[config.mk]
export PLATFORM = sky130hd
export DESIGN_NAME = apc_mul
export DESIGN_NICKNAME = d
export VERILOG_FILES = /design/src/rtl/apc_pkg.sv /design/src/rtl/apc_mul.sv
export SDC_FILE = /design/constraint.sdc
export NUM_CORES = 2
export LEC_CHECK = 0
export ABC_CLOCK_PERIOD_IN_PS = 11100
export BUFFER_PORTS_ARGS = -buffer_cell sky130_fd_sc_hd__buf_4
export CAP_MARGIN = 20
export CORE_UTILIZATION = 54
export CTS_CLUSTER_SIZE = 40
export DETAILED_ROUTE_END_ITERATION = 8
export GPL_TIMING_DRIVEN = 0
export HOLD_SLACK_MARGIN = 0.15
export PLACE_DENSITY = 0.71
export RECOVER_POWER = 50
export SYNTH_ARGS = -nofsm -noshare
export SYNTH_HDL_FRONTEND = slang
export SYNTH_SLANG_ARGS = --single-unit
[constraint.sdc]
create_clock -name aclk -period 11.1 [get_ports aclk]
set_clock_uncertainty 0.2 [all_clocks]
set_input_delay 0.555 -clock aclk [delete_from_list [all_inputs] [get_ports aclk]]
set_output_delay 0.555 -clock aclk [all_outputs]
set_load 0.03 [all_outputs]
[src/rtl/apc_pkg.sv]
// Package for the altitude PID thrust controller.
// Types, widths, register indexes, sequencer states and the saturate helper.
// No dependencies.
package apc_pkg;

    // field and datapath widths
    localparam int DATA_W    = 32;
    localparam int GAIN_W    = 31;
    localparam int COS_W     = 18;
    localparam int OP_W      = 33;
    localparam int PROD_W    = 2 * OP_W;
    localparam int CFG_IDX_W = 3;
    localparam int CFG_DAT_W = 32;
    localparam int S_TDATA_W = 216;
    localparam int M_TDATA_W = 32;

    // divider: quotient magnitude bits and remainder width
    localparam int DIV_STEPS = 33;
    localparam int CNT_W     = 6;
    localparam int REM_W     = COS_W;

    // configuration register indexes
    localparam logic [CFG_IDX_W-1:0] REG_POS_GAIN    = 3'd0;
    localparam logic [CFG_IDX_W-1:0] REG_VEL_GAIN    = 3'd1;
    localparam logic [CFG_IDX_W-1:0] REG_INT_GAIN    = 3'd2;
    localparam logic [CFG_IDX_W-1:0] REG_MAX_ASCENT  = 3'd3;
    localparam logic [CFG_IDX_W-1:0] REG_MAX_DESCENT = 3'd4;
    localparam logic [CFG_IDX_W-1:0] REG_MASS        = 3'd5;

    // register reset values
    localparam logic [GAIN_W-1:0] RATE_RESET = 31'd6553600;
    localparam logic [GAIN_W-1:0] MASS_RESET = 31'd65536;

    // saturation bounds at product width
    localparam logic signed [PROD_W-1:0] Q_MAX_W = PROD_W'(64'sd2147483647);
    localparam logic signed [PROD_W-1:0] Q_MIN_W = -PROD_W'(64'sd2147483648);
    localparam logic signed [DATA_W-1:0] Q_MAX   = 32'sh7fff_ffff;
    localparam logic signed [DATA_W-1:0] Q_MIN   = 32'sh8000_0000;

    // sequencer states
    typedef enum logic [3:0] {
        ST_IDLE,
        ST_CLAMP,
        ST_ERR,
        ST_MPE,
        ST_MKP,
        ST_MKV,
        ST_MKI,
        ST_MACC,
        ST_ASAT,
        ST_DINIT,
        ST_DIV,
        ST_QSAT,
        ST_MTH,
        ST_THR,
        ST_RES
    } apc_state_t;

    // operand pair for the shared multiplier
    typedef struct packed {
        logic signed [OP_W-1:0] a;
        logic signed [OP_W-1:0] b;
    } apc_mul_op_t;

    // saturated value and overflow mark
    typedef struct packed {
        logic signed [DATA_W-1:0] val;
        logic                     ovf;
    } apc_sat_t;

    function automatic apc_sat_t apc_sat(input logic signed [PROD_W-1:0] v);
        apc_sat_t r;
        if (v > Q_MAX_W) begin
            r.val = Q_MAX;
            r.ovf = 1'b1;
        end else if (v < Q_MIN_W) begin
            r.val = Q_MIN;
            r.ovf = 1'b1;
        end else begin
            r.val = v[DATA_W-1:0];
            r.ovf = 1'b0;
        end
        return r;
    endfunction

endpackage

[src/rtl/apc_mul.sv]
// Shared signed multiplier of the altitude controller, product registered.
// Depends on apc_pkg.
module apc_mul (
    input  logic                                   aclk,
    input  apc_pkg::apc_mul_op_t                   op,
    output logic signed [apc_pkg::PROD_W-1:0]      prod
);

    logic signed [apc_pkg::PROD_W-1:0] prod_reg;

    // full-width product, registered
    always_ff @(posedge aclk) begin
        prod_reg <= op.a * op.b;
    end

    assign prod = prod_reg;

endmodule

==> impl_metrics.yaml <==
clock_tree:
  cts_max_path_buffers: 2
  cts.sinks: 66
  post_cts_buffers: 0
  cts_buffers: 9
  path_clk_slew_ns: 0.08
  h-tree-depth: 3
  holdBufCountCts: 0
  cts_tree: "yes"
  cts_resized: 0
  cts_root_buffer: "clkbuf_16"
synthesis:
  synth_nets: 5767
  synthCells: 4338
  async_reset_ff_frac: 0
  synth.largest_area_cell: "fa_1"
  synth_cell_types: 80
  ys_seq_elements: 66
  seq_area_frac_synth: 0.0324
  avgSynthCellArea_um2: 9.39
  ys_warn_count: 0
  synthesis.area_mm2: 0.0407
  synth.top_cell.area_share: 0.563
  synth_edf_count: 0
  synth_ff_type: "dfxtp_1"
  ys_top_cells_by_area: "fa_1, inv_1, and2_1"
sta:
  hold_viol_final: 0
  finalSetupViolCount: 0
  setup_slack_ns: 1.53
  tns_ns: 0
  slew_viol_final: 0
  relSlewSlack: 0.0986
  period_share: 0.862
  timing.fmax_mhz: 104
  min_period_ns: 9.57
  tightest_slew_ns: 1.35
  rsz0062_at_grt: "false"
setup_path:
  critical_path_class: "in2reg"
  crit_path_start_kind: "input pin"
  critPathRequiredTime_ns: 11.18
  critPathMaxFanout: 10
  endpoint_kind: "register"
  cp.arrival_ns: 9.65
global_route:
  grt_pass1_vias: 33351
  grt_max_degree: 18
  overflow: 0
  grt_usage: 0.412
  antenna_found_initial: 20
  grt_pass1_wl_mm: 221
placed_design:
  dp_hpwl_mm: 128
  io_buffer_count: 132
  dpl_worst_slack_ns: 1.32
  dp_cells: 5444
  routabilityCongestion: 1.07
  place_area_mm2: 0.0430
status:
  status: "completed"
drt:
  post_drt_wl_per_cell_um: 27.7
  drt-initial-drc-count: 2623
  dr.pass1.iters: 7
  drt-vias-per-instance: 5.68
  vias: 31158
  antenna_left: 0
  wirelength_mm: 152
  drc: 0
final_layout:
  fin_area_mm2: 0.0432
  finalNonFillerCells: 5482
  fin_nets: 5920
  drive_gt1_frac: 0.0318
  largest_reg_flops: 66
  n_fill_cell: 6772
  area_delta_synth_final_pct: 6.17
floorplan:
  die_width_um: 277
  num_rows: 100
  coreArea_mm2: 0.0746
  io_pins: 133
  die_area_mm2: 0.0765
  start_util: 0.546
  die_y_um: 277
min_path:
  whs_path_depth: 2
  hp-class: "in2reg"
  hp-start: "op[33]"
  worstHoldEndpoint: "prod[0]$_DFF_P_"
run:
  drv_cap: 0
[cell usage after synthesis, types with 36 or more instances]
library cell  instances
a21oi_1              57
ha_1                217
inv_1              1131
xnor2_1              43
nand2_1             551
and2_1              562
dfxtp_1              66
a21o_1               36
clkbuf_1            208
nor2_1               68
fa_1               1145
[layer usage]
| layer | global-route usage | vias to the layer above | wire, µm |
|---|---|---|---|
| li1 | - | 12683 | - |
| met1 | 0.482 | 16082 | 51400 |
| met2 | 0.642 | 1819 | 69100 |
| met3 | 0.116 | 564 | 16100 |
| met4 | 0.324 | 10 | 15100 |
| met5 | 0 | - | 71 |
[kinds of logic after synthesis]
group | synth area share
buf+inv | 0.125
xor+xnor | 0.0146
flops | 0.0324
fa+ha+maj | 0.629
compound gates | 0.0407
simple gates | 0.158
[how the worst max path moves through the flow]
stage	end	start	slack [ns]
after floorplan	prod[62]$_DFF_P_	op[65]	3.11
after global placement	prod[64]$_DFF_P_	op[65]	0.94
after detailed placement	prod[64]$_DFF_P_	op[65]	1.32
after CTS	prod[64]$_DFF_P_	op[65]	1.70
after global routing	prod[64]$_DFF_P_	op[65]	1.26
final	prod[64]$_DFF_P_	op[65]	1.53
[placed cells by master (no fill, tap or decap), types with 4 or more instances in the layout]
cell type	n
a31oi_1	8
a211o_1	6
buf_8	8
xnor2_1	43
o21ai_0	25
o21ai_1	6
and2_1	561
clkbuf_16	9
a21o_1	36
nor2b_1	5
diode_2	17
xor2_1	25
and3_1	5
ha_1	217
fa_1	1145
nand4_1	11
buf_4	67
o21bai_1	11
o21a_1	6
nor3_1	7
dfxtp_1	66
nand2_1	551
inv_1	1131
clkbuf_1	272
o211ai_1	4
nand3_1	25
a211oi_1	7
a21oi_1	57
and4_1	5
nand2b_1	12
buf_2	11
nor2_1	68
[cell type report]
| class | count | area (µm²) | area share |
|---|---|---|---|
| clock buffers | 9 | 225 | 0.00521 |
| repair buffers | 142 | 906 | 0.0209 |
| inverters | 1131 | 4250 | 0.0982 |
| well taps | 969 | 1210 | 0.0280 |
| plain buffers | 221 | 852 | 0.0197 |
| flip-flops and latches | 66 | 1320 | 0.0306 |
| clock inverters | 7 | 125 | 0.00289 |
| multi-input cells | 2920 | 34300 | 0.794 |
| diodes | 17 | 42.5 | 0.000984 |
[critical path, stage by stage]
cell and delay [ns]:
buf_4 0.18, clkbuf_1 0.87, nand2_1 0.25, inv_1 0.21, fa_1 0.52, fa_1 0.58, fa_1 0.89, fa_1 0.54
fa_1 0.50, fa_1 0.51, fa_1 0.49, inv_1 0.05, fa_1 0.47, inv_1 0.04, ha_1 0.43, nand3_1 0.26
nor2_1 0.33, nand2_1 0.17, nor3_1 0.69, o311ai_4 0.34, nand3_2 0.29, a211oi_1 0.11, a311oi_1 0.35
[through the flow]
| stage | util | hold WS [ns] |
|---|---|---|
| global placement | 0.576 | 0.783 |
| CTS | 0.582 | 0.387 |
| finish | 0.580 | 0.441 |
| detailed placement | 0.577 | 0.783 |
| floorplan | - | 0.482 |
| global route | 0.579 | 0.414 |
Power is not shown: default switching activity piles up to over one toggle a cycle in this logic, so the estimate is an artifact.
